## src/rtl/tisrb_pkg.sv

```systemverilog
// Shared types and constants of the telnet IAC stripper with ring buffer.
package tisrb_pkg;

    localparam int BUF_DEPTH_DEF = 128;

    localparam logic [7:0] IAC_BYTE = 8'hFF;

    // Request operation codes
    localparam logic [2:0] OP_BYTE       = 3'd0;
    localparam logic [2:0] OP_READ       = 3'd1;
    localparam logic [2:0] OP_PEEK       = 3'd2;
    localparam logic [2:0] OP_CONNECT    = 3'd3;
    localparam logic [2:0] OP_DISCONNECT = 3'd4;

    // Filter phases
    localparam logic [1:0] PH_DATA = 2'd0;
    localparam logic [1:0] PH_CMD  = 2'd1;
    localparam logic [1:0] PH_OPT  = 2'd2;

    localparam logic [6:0] FILL_MAX = 7'd127;

    typedef struct packed {
        logic       session_open;
        logic       overflow;
        logic [6:0] fill_count;
        logic       data_valid;
        logic [7:0] data_out;
    } t_result;

endpackage

```

## src/rtl/tisrb_core.sv

```systemverilog
// Session state, IAC filter, ring buffer memory and result stage.
module tisrb_core #(
    parameter int BUFFER_DEPTH = tisrb_pkg::BUF_DEPTH_DEF
) (
    input  logic              i_clk,
    input  logic              i_rst_n,
    input  logic              i_valid,
    output logic              o_ready,
    input  logic [2:0]        i_op,
    input  logic [7:0]        i_byte,
    output logic              o_valid,
    input  logic              i_take,
    output tisrb_pkg::t_result o_res
);
    import tisrb_pkg::*;

    localparam int IW = (BUFFER_DEPTH > 1) ? $clog2(BUFFER_DEPTH) : 1;
    localparam int CW = (IW + 1 > 8) ? IW + 1 : 8;

    logic [7:0]    r_mem [BUFFER_DEPTH];
    logic [7:0]    r_rd_data;

    logic          r_conn, n_conn;
    logic [IW-1:0] r_wr, n_wr;
    logic [IW-1:0] r_rd, n_rd;
    logic [1:0]    r_ph, n_ph;

    logic          r_valid;
    logic          r_dv;
    logic [6:0]    r_fill;
    logic          r_ovf;
    logic          r_sess;

    logic          accept;
    logic          wr_en;
    logic          rd_ok;
    logic          ovf;
    logic [IW-1:0] wr_inc;
    logic [IW-1:0] rd_inc;
    logic [CW-1:0] diff;
    logic [6:0]    fill;

    assign o_ready = !r_valid || i_take;
    assign accept  = i_valid && o_ready;

    assign wr_inc = (r_wr == IW'(BUFFER_DEPTH - 1)) ? '0 : r_wr + 1'b1;
    assign rd_inc = (r_rd == IW'(BUFFER_DEPTH - 1)) ? '0 : r_rd + 1'b1;

    always_comb begin
        n_conn = r_conn;
        n_wr   = r_wr;
        n_rd   = r_rd;
        n_ph   = r_ph;
        ovf    = 1'b0;
        wr_en  = 1'b0;
        rd_ok  = 1'b0;
        case (i_op) inside
            OP_BYTE: begin
                if (r_conn) begin
                    case (r_ph)
                        PH_DATA: begin
                            if (i_byte == IAC_BYTE) begin
                                n_ph = PH_CMD;
                            end else begin
                                wr_en = 1'b1;
                                n_wr  = wr_inc;
                                if (wr_inc == r_rd) begin
                                    // store, then drop the session
                                    ovf    = 1'b1;
                                    n_conn = 1'b0;
                                    n_wr   = '0;
                                    n_rd   = '0;
                                    n_ph   = PH_DATA;
                                end
                            end
                        end
                        PH_CMD:  n_ph = PH_OPT;
                        PH_OPT:  n_ph = PH_DATA;
                        default: begin
                            n_conn = 1'b0;
                            n_wr   = '0;
                            n_rd   = '0;
                            n_ph   = PH_DATA;
                        end
                    endcase
                end
            end
            OP_READ, OP_PEEK: begin
                if (r_conn && (r_wr != r_rd)) begin
                    rd_ok = 1'b1;
                    if (i_op == OP_READ) begin
                        n_rd = rd_inc;
                    end
                end
            end
            OP_CONNECT: n_conn = 1'b1;
            OP_DISCONNECT: begin
                n_conn = 1'b0;
                n_wr   = '0;
                n_rd   = '0;
                n_ph   = PH_DATA;
            end
            default: ;
        endcase
    end

    // Bytes waiting after this request, saturated to the field width
    always_comb begin
        if (n_wr >= n_rd) begin
            diff = CW'(n_wr) - CW'(n_rd);
        end else begin
            diff = CW'(BUFFER_DEPTH) - CW'(n_rd) + CW'(n_wr);
        end
        if (!n_conn) begin
            fill = '0;
        end else if (diff > CW'(FILL_MAX)) begin
            fill = FILL_MAX;
        end else begin
            fill = diff[6:0];
        end
    end

    always_ff @(posedge i_clk) begin
        if (accept && wr_en) begin
            r_mem[r_wr] <= i_byte;
        end
        if (accept) begin
            r_rd_data <= r_mem[r_rd];
        end
    end

    always_ff @(posedge i_clk) begin
        if (!i_rst_n) begin
            r_conn  <= 1'b0;
            r_wr    <= '0;
            r_rd    <= '0;
            r_ph    <= PH_DATA;
            r_valid <= 1'b0;
        end else begin
            if (accept) begin
                r_conn  <= n_conn;
                r_wr    <= n_wr;
                r_rd    <= n_rd;
                r_ph    <= n_ph;
                r_valid <= 1'b1;
            end else if (i_take) begin
                r_valid <= 1'b0;
            end
        end
    end

    always_ff @(posedge i_clk) begin
        if (accept) begin
            r_dv   <= rd_ok;
            r_fill <= fill;
            r_ovf  <= ovf;
            r_sess <= n_conn;
        end
    end

    assign o_valid             = r_valid;
    assign o_res.data_out      = r_dv ? r_rd_data : 8'd0;
    assign o_res.data_valid    = r_dv;
    assign o_res.fill_count    = r_fill;
    assign o_res.overflow      = r_ovf;
    assign o_res.session_open  = r_sess;

endmodule

```

## src/rtl/tisrb_skid.sv

```systemverilog
// Two-entry skid buffer that registers the result channel in both directions.
module tisrb_skid (
    input  logic               i_clk,
    input  logic               i_rst_n,
    input  logic               i_valid,
    output logic               o_ready,
    input  tisrb_pkg::t_result i_data,
    output logic               o_valid,
    input  logic               i_ready,
    output tisrb_pkg::t_result o_data
);
    import tisrb_pkg::*;

    logic    r_out_valid;
    t_result r_out;
    logic    r_sk_valid;
    t_result r_sk;
    logic    in_fire;

    assign o_ready = !r_sk_valid;
    assign in_fire = i_valid && !r_sk_valid;

    always_ff @(posedge i_clk) begin
        if (!i_rst_n) begin
            r_out_valid <= 1'b0;
            r_sk_valid  <= 1'b0;
        end else if (!r_out_valid || i_ready) begin
            if (r_sk_valid) begin
                r_out_valid <= 1'b1;
                r_sk_valid  <= 1'b0;
            end else begin
                r_out_valid <= in_fire;
            end
        end else if (in_fire) begin
            r_sk_valid <= 1'b1;
        end
    end

    always_ff @(posedge i_clk) begin
        if (!r_out_valid || i_ready) begin
            r_out <= r_sk_valid ? r_sk : i_data;
        end else if (in_fire) begin
            r_sk <= i_data;
        end
    end

    assign o_valid = r_out_valid;
    assign o_data  = r_out;

endmodule

```

## src/rtl/telnet_iac_strip_ring_buffer.sv

```systemverilog
// Top level of the telnet IAC stripper with receive ring buffer.
// A request accepted passes the core's result stage, then the skid buffer's
//   output register, before it reaches the result port.
// Throughput: one request per cycle unless results back up; each request takes
//   one compare, a pointer update and one single-port-per-side memory access.
// Reset: synchronous, active low; clears session, pointers, filter phase and
//   both output stages. The byte memory is not cleared and needs no sweep.
module telnet_iac_strip_ring_buffer #(
    parameter int BUFFER_DEPTH = tisrb_pkg::BUF_DEPTH_DEF
) (
    input  logic        i_clk,
    input  logic        i_rst_n,
    // request channel
    input  logic        i_s_axis_tvalid,
    output logic        o_s_axis_tready,
    input  logic [15:0] i_s_axis_tdata,  // [2:0] operation, [10:3] byte_in, rest zero
    // result channel
    output logic        o_m_axis_tvalid,
    input  logic        i_m_axis_tready,
    output logic [23:0] o_m_axis_tdata   // [7:0] data_out, [8] data_valid,
                                         // [15:9] fill_count, [16] overflow,
                                         // [17] session_open, rest zero
);
    import tisrb_pkg::*;

    logic    core_valid;
    logic    skid_ready;
    t_result core_res;
    t_result out_res;

    // Filter, pointers and memory; results land in the core's result stage.
    tisrb_core #(
        .BUFFER_DEPTH(BUFFER_DEPTH)
    ) u_core (
        .i_clk   (i_clk),
        .i_rst_n (i_rst_n),
        .i_valid (i_s_axis_tvalid),
        .o_ready (o_s_axis_tready),
        .i_op    (i_s_axis_tdata[2:0]),
        .i_byte  (i_s_axis_tdata[10:3]),
        .o_valid (core_valid),
        .i_take  (skid_ready),
        .o_res   (core_res)
    );

    // Break the ready path so a stalled consumer never gates new requests
    // combinationally.
    tisrb_skid u_skid (
        .i_clk   (i_clk),
        .i_rst_n (i_rst_n),
        .i_valid (core_valid),
        .o_ready (skid_ready),
        .i_data  (core_res),
        .o_valid (o_m_axis_tvalid),
        .i_ready (i_m_axis_tready),
        .o_data  (out_res)
    );

    // Pack result fields from the lowest bit up, pad to whole bytes.
    assign o_m_axis_tdata = {6'd0, out_res.session_open, out_res.overflow,
                             out_res.fill_count, out_res.data_valid,
                             out_res.data_out};

endmodule

```

## config.mk

```make
export PLATFORM = sky130hd
export DESIGN_NAME = telnet_iac_strip_ring_buffer
export DESIGN_NICKNAME = d
export VERILOG_FILES = /design/src/rtl/tisrb_pkg.sv /design/src/rtl/tisrb_core.sv /design/src/rtl/tisrb_skid.sv /design/src/rtl/telnet_iac_strip_ring_buffer.sv
export SDC_FILE = /design/constraint.sdc
export NUM_CORES = 1
export LEC_CHECK = 0
export BUFFER_PORTS_ARGS = -buffer_cell sky130_fd_sc_hd__buf_2
export CORE_ASPECT_RATIO = 0.9
export CORE_MARGIN = 3
export CORE_UTILIZATION = 44
export DETAILED_ROUTE_END_ITERATION = 7
export PLACE_DENSITY = 0.68
export SLEW_MARGIN = 10
export SYNTH_ARGS = -nofsm -noshare
export SYNTH_HDL_FRONTEND = slang
export SYNTH_SLANG_ARGS = --single-unit
```

## constraint.sdc

```tcl
create_clock -name i_clk -period 8.65 [get_ports i_clk]
set_input_delay 0.865 -clock i_clk [delete_from_list [all_inputs] [get_ports i_clk]]
set_output_delay 0.865 -clock i_clk [all_outputs]
set_load 0.01 [all_outputs]
```

# Yosys cells after proc, flatten, opt, wreduce, memory -nomap -nowiden
# Memory sizes are Yosys's and may differ from the RTL's. A register that Yosys moved wholly into a read port is not among the register bits.
# Index checks and enable logic that the tools add are counted.
[word_totals] ff_bits=66 mem_bits_rw=1024 elab_cells=121 memories=1
[memory_table] memory="u_core.r_mem" words=128 word_bits=8 rd=1 rd_ports_with_merged_regs=1 wr=1 line_no="tisrb_core.sv:20" text="logic [7:0] r_mem [BUFFER_DEPTH];"
[classes] addsub=5 magnitude_cmp=2 eq_ne=16 mux=51 bitwise_logic=6 n_reduce_logical=19
[op_table] operator="2-to-1 mux 7 bit" n=19
[op_table] operator="one-hot mux 7 bit (2 select lines)" n=2
[op_table] operator="2-to-1 mux 1 bit" n=18
[op_table] operator="2-to-1 mux 18 bit" n=1
[op_table] operator="2-to-1 mux 8 bit" n=2
[op_table] operator="adder 7 x 1 -> 7 bit (second input constant)" n=2
[op_table] operator="== test 7 bit (second input constant)" n=2
[op_table] operator="2-to-1 mux 2 bit" n=7
[op_table] operator="adder 8 x 7 -> 8 bit" n=1
[op_table] operator="== test 8 bit (second input constant)" n=1
[op_table] operator="greater-than comparator 8 x 7 -> 1 bit (second input constant)" n=1
[op_table] operator="OR reduction 2 bit" n=4
[op_table] operator="subtractor 7 x 7 -> 8 bit" n=1
[op_table] operator="subtractor 8 x 7 -> 8 bit (first input constant)" n=1
[op_table] operator="== test 7 bit" n=1
[op_table] operator=">= comparator 7 bit" n=1
[op_table] operator="!= test 7 bit" n=1
[op_table] operator="== test 3 x 2 -> 1 bit (second input constant)" n=2
[op_table] operator="!= test 2 x 1 -> 1 bit (second input constant)" n=3
[op_table] operator="inverter 1 bit" n=6
[op_table] operator="AND reduction 6 bit" n=1
[op_table] operator="logical AND 1 bit" n=4
[op_table] operator="!= test 4 bit (second input constant)" n=1
[op_table] operator="one-hot mux 2 bit (2 select lines)" n=1
[op_table] operator="13 further kinds" n=16

# Depth between registers and ports, before layout
[depth] word_depth=13 ltp_mapped=19

# By module
# A second synthesis with hierarchy kept.
[unflattened] hier_cells=2480 hier_area_um2=44343.8
[modules_own_cells] module="tisrb_core" instances=1 cells_each=2409 area_per_inst_um2=42841.1 seq_area_each_um2=31650.4
[modules_own_cells] module="tisrb_skid" instances=1 cells_each=64 area_per_inst_um2=1453.9 seq_area_each_um2=1121.1
[modules_own_cells] module="telnet_iac_strip_ring_buffer" instances=1 cells_each=7 area_per_inst_um2=48.8 seq_area_each_um2=0.0

# Least setup slack after synthesis
# Ideal clock, no wire load.
[synth_path] kind="input port to flip-flop" startpoint="input i_s_axis_tdata[2]" endpoint="register u_core.r_fill[5], data pin" setup_ns=0.275 t_arrival_ns=3.936 required_time_ns=8.375 path_slack_ns=4.439 path_stages=15 cell_sequence="buf_2 nor3_1 nand2_1 or2_2 o21ai_1 a31oi_1 o21ai_0 ha_1 a21oi_1 o211a_1 o21ai_0 a31o_2 a31o_2 xnor2_1 a21oi_1"
[synth_between] word_cells_on_any_way=27
[synth_lines] element="start, declared" line_no="telnet_iac_strip_ring_buffer.sv:16" text="input logic [15:0] i_s_axis_tdata,"
[synth_lines] element="== test 3 bit (no line)"
[synth_lines] element="2-to-1 mux 7 bit (3 in series)" line_no="tisrb_core.sv:57" text="case (i_op) inside"
[synth_lines] element="2-to-1 mux 7 bit *" line_no="tisrb_core.sv:57"
[synth_lines] element="via u_core.n_wr[5]" line_no="tisrb_core.sv:24" text="logic [IW-1:0] r_wr, n_wr;"
[synth_lines] element="adder 8 x 7 -> 8 bit, or another cell as far along" line_no="tisrb_core.sv:112" text="diff = CW'(BUFFER_DEPTH) - CW'(n_rd) + CW'(n_wr);"
[synth_lines] element="2-to-1 mux 8 bit *" line_no="tisrb_core.sv:109" text="if (n_wr >= n_rd) begin"
[synth_lines] element="greater-than comparator 8 x 7 -> 1 bit" line_no="tisrb_core.sv:116" text="end else if (diff > CW'(FILL_MAX)) begin"
[synth_lines] element="2-to-1 mux 7 bit *" line_no="tisrb_core.sv:116"
[synth_lines] element="end signal, assigned" line_no="tisrb_core.sv:155" text="r_fill <= fill;"
[synth_lines] element="end, declared" line_no="tisrb_core.sv:30" text="logic [6:0] r_fill;"
# Mark *: on every way through the listed nets, which the timed path passes. The rest lies on a longest branch.
# A chain may end at the register's enable or synchronous reset.

# Worst setup path in the final report
[layout_path] startpoint="register u_core.r_rd[5]" endpoint="register u_core.r_fill[6], data pin"
[layout_between] elab_chain_cells=11 word_cells_on_any_way=33
[layout_rtl] element="start, declared" line_no="tisrb_core.sv:25" text="logic [IW-1:0] r_rd, n_rd;"
[layout_rtl] element="start signal, assigned" line_no="tisrb_core.sv:143" text="r_rd <= n_rd;"
[layout_rtl] element="adder 7 x 1 -> 7 bit, or another cell as far along" line_no="tisrb_core.sv:47" text="assign rd_inc = (r_rd == IW'(BUFFER_DEPTH - 1)) ? '0 : r_rd + 1'b1;"
[layout_rtl] element="2-to-1 mux 7 bit, on equally long branches" line_no="tisrb_core.sv:47, tisrb_core.sv:67"
[layout_rtl] element="2-to-1 mux 7 bit, on equally long branches" line_no="tisrb_core.sv:91, tisrb_core.sv:62"
[layout_rtl] element="2-to-1 mux 7 bit or one-hot mux 7 bit (2 select lines) (tied branches)" line_no="tisrb_core.sv:89, tisrb_core.sv:60"
[layout_rtl] element="2-to-1 mux 7 bit, on equally long branches" line_no="tisrb_core.sv:57, tisrb_core.sv:59"
[layout_rtl] element="2-to-1 mux 7 bit" line_no="tisrb_core.sv:57"
[layout_rtl] element="subtractor 8 x 7 -> 8 bit" line_no="tisrb_core.sv:112"
[layout_rtl] element="adder 8 x 7 -> 8 bit" line_no="tisrb_core.sv:112"
[layout_rtl] element="2-to-1 mux 8 bit" line_no="tisrb_core.sv:109"
[layout_rtl] element="greater-than comparator 8 x 7 -> 1 bit" line_no="tisrb_core.sv:116"
[layout_rtl] element="2-to-1 mux 7 bit" line_no="tisrb_core.sv:116"
# Several ways; a longest one is shown, not always the timed one.

==> Flow_metrics.wiki <==
{| class="wikitable"
! Metric !! Value
|-
| Unrepaired setup endpoints after global routing || false
|-
| Number of buffers inserted by post-CTS setup repair || 0
|-
| Number of cells traversed by the worst register-to-register path || 16
|-
| DR pass1 iterations || 8
|-
| Portion of the post-synthesis area used by sequential elements || 73.4%
|-
| Cell Area, Synth || 0.0446 sq mm
|-
| Largest cells by area after synthesis || edfxtp_1 (73%), mux4_2 (6.5%), mux2i_1 (4.9%)
|-
| Required time reported for the critical path endpoint || 9.01 ns
|-
| Flop2flop setup slack || 3.17 ns
|-
| Via count of the first global-routing pass || 24,000
|-
| Multi-input combinational cell area || 0.0110 sq mm
|-
| Total wire length || 107,000 um
|-
| Final HPWL from detailed placement || 65,900 um
|-
| Area leader, netlist || edfxtp_1
|-
| Largest net degree at the start of global routing || 123
|-
| Die footprint || 0.105 sq mm
|-
| # IOs || 46
|-
| Total internal power || 8.35 mW
|-
| Layout cell share with drive strength beyond 1 || 16.1%
|-
| Sw Share || 19.9%
|-
| Clock buffers created by TritonCTS || 107
|-
| Worst setup timing slack at the placement stage || 3.11 ns
|-
| Max Cap Violations || 0
|-
| Synthesized netlist cell count || 2,572
|-
| Critical path data arrival time || 5.85 ns
|-
| Width of the die || 342 um
|-
| Clock Power Share || 42.5%
|-
| Count of cell types in the netlist || 72
|-
| Max-slew violation total from the final report || 0
|-
| Number of antenna-violating nets in the routed design || 0
|-
| Number of antenna violations at the first check in global routing || 2
|-
| Crit path kind || register to register
|-
| Max transition margin || 30.1%
|-
| Largest buffer count on any clock path || 3
|-
| Core occupancy in the finished layout || 49.2%
|-
| CP max FO || 40
|-
| Buffers added on ports || 34
|-
| Cell at the root of the clock tree || clkbuf_16
|-
| Total leakage power || 14.5 nW
|-
| Clock skew || 0.0550 ns
|-
| Violation count after the first detailed-route iteration || 3,237
|-
| Die Y || 308 um
|-
| DRC violations left || 1
|-
| Logic gate share of total power || 1.4%
|-
| Final nets || 2,623
|-
| Path type of the worst min-delay path || input pin to register
|-
| Initial core utilization || 44.5%
|-
| GRT Total Usage || 20.2%
|-
| Slew of the pin with the lowest slew margin || 1.05 ns
|-
| CTS H-Tree Depth || 3
|-
| Reg2reg end || u_core.r_fill[6]
|-
| Violated checks || design-rule violations
|-
| Post-route setup slack || 3.17 ns
|-
| Yosys warns || 0
|-
| Number of standard cells in the layout, taps in and fillers out || 4,019
|-
| Power per cell area || 211 mW/mm^2
|-
| Rows || 110
|-
| Average wire length per cell after detail routing || 26.7 um
|-
| Clock latency on the worst-skew pair || 0.69 ns
|-
| Number of gates resized after cts || 0
|-
| Area share of the largest cell type after synthesis || 72.5%
|-
| Async SR Flop Fraction || 0%
|-
| Most common library cells after synthesis || edfxtp_1 (1,078), mux2i_1 (218), nor2_1 (218)
|-
| Core area || 0.100 sq mm
|-
| Number of synthesized register bits || 1,098
|-
| Clock-pin slew on the worst setup and hold paths || 0.06 ns
|-
| EDFF count, synth || 1,078
|-
| Placer Congestion || 0.926
|-
| Top-count cell post-synth || edfxtp_1
|-
| Sort of element at the end of the critical path || register
|-
| Net load switching power || 2.07 mW
|-
| Tmin final || 5.48 ns
|-
| Via/cell ratio || 6.07
|-
| Clock Sinks || 1,098
|-
| Hold_sp || i_s_axis_tvalid
|-
| Antenna diodes || 0
|-
| Setup TNS || 0 ns
|-
| Residual overflow from global routing || 0
|-
| Predominant post-synthesis flop cell || edfxtp_1
|-
| Count of placed standard cells including taps || 3,823
|-
| Count of hold-fix buffers inserted at cts || 0
|-
| Wire length of the first global-routing pass || 158,000 um
|-
| Share of the clock period used by the worst path || 63.4%
|-
| Number of instances on the worst hold path || 3
|-
| Via total after detailed routing || 24,400
|-
| Area growth from synthesis to final layout || 10.6%
|-
| Startpoint kind of the worst setup timing path || register
|-
| Storage cell area || 0.0328 sq mm
|-
| Endpoint of the worst hold path || u_core.o_valid
|-
| Result of the run || finished, violations left
|-
| Fmax || 182 MHz
|-
| Number of failing hold endpoints at the final stage || 0
|-
| Fillers || 8,063
|-
| Worst-case vdd ir drop || 0.000154 V
|-
| Number of setup violations in the final report || 0
|-
| CTS tree || built
|-
| Register share of total power || 56.2%
|-
| Reg-to-Reg Start || u_core.r_rd[5]
|-
| Avg Inst Size Synth || 17.4 sq um
|}
-- cells in the final DEF (no fill, tap or decap), drive strengths merged, types with 16 or more instances in the layout --
master / n
o211ai: 19
mux2i: 218
buf: 67
clkinv: 45
o21ai: 89
o31ai: 19
nand3: 48
mux2: 58
o221ai: 65
o32ai: 16
or4: 17
edfxtp: 1078
mux4: 128
nand2: 56
o22ai: 82
a21oi: 75
nor2: 218
clkbuf: 139
dfxtp: 20
-- through the flow --
step           instance area (sq um)  power [mW]  hold WS (ns)
4_1_cts                        49400        10.5         0.414
6_report                       49400        10.4         0.450
3_5_place_dp                   46000        6.11         0.440
3_3_place_gp                   46000        6.10         0.436
2_1_floorplan                  44600        6.00         0.422
5_1_grt                        49400        10.7         0.444
-- cell families after synthesis --
family	count (synthesis)	share of synthesized area (%)
AO/OA/AOI/OAI	452	6.98
XOR/XNOR	13	0.255
adder cells (fa/ha/maj)	15	0.454
buffers and inverters	179	1.91
flip-flops	1098	73.4
multiplexers	404	12.8
other	1	0.00840
AND/OR/NAND/NOR	410	4.15
-- cell type report --
cell class              instances  area share (%)
clock buffers                 139            5.77
clock inverters                57           0.989
inverters                      14           0.106
multi-input cells            1300            22.4
flip-flops and latches       1098            66.4
well taps                    1344            3.41
repair buffers                 67           0.913
-- registers in the layout, summed over array words and instances, names as in the netlist, 2 cells and up --
signal,cells
u_core.r_fill,7
u_core.r_mem,1024
u_core.r_ph,2
u_core.r_rd,7
u_core.r_rd_data,8
u_core.r_wr,7
u_skid.o_data,18
u_skid.r_sk,18
-- routing by layer --
layer	up-vias	track usage, %	share of wire, %
met1	12400	29.3	41
met4	2	6.25	3.0
met3	222	4.68	10
met2	1326	30.4	46
met5	-	0	0.013
li1	10500	-	-
-- critical path, stage by stage, from the launching register on --
cell	delay [ns]
dfxtp_2	0.88
buf_4	0.58
xor2_1	0.16
a2111oi_2	0.43
nand2_1	0.14
a41oi_1	0.36
a41oi_1	0.17
a311oi_1	0.45
a21oi_1	0.11
ha_1	0.47
o21ai_0	0.16
o211ai_1	0.30
a21boi_1	0.13
o31ai_1	0.38
a21boi_0	0.18
xor2_1	0.16
a21oi_1	0.08
-- power groups by stage --
stage	clock network [mW]	registers (mW)	logic [mW]
after global placement	0	5.97	0.136
after CTS	4.49	5.85	0.145
after global routing	4.71	5.85	0.155
final	4.43	5.85	0.142
after floorplan	0	5.97	0.0354
after detailed placement	0	5.97	0.144
-- worst max path at each step --
stage                       from          endpoint  cells after the start
2_1_floorplan  i_s_axis_tdata[2]  u_core.r_fill[5]                     15
3_3_place_gp   i_s_axis_tdata[5]  u_core.r_fill[6]                     17
3_5_place_dp   i_s_axis_tdata[5]  u_core.r_fill[6]                     17
4_1_cts           u_core.r_rd[5]  u_core.r_fill[6]                     16
5_1_grt           u_core.r_rd[5]  u_core.r_fill[6]                     16
6_report          u_core.r_rd[5]  u_core.r_fill[6]                     16
No activity file was read; power rests on OpenSTA's default activity.
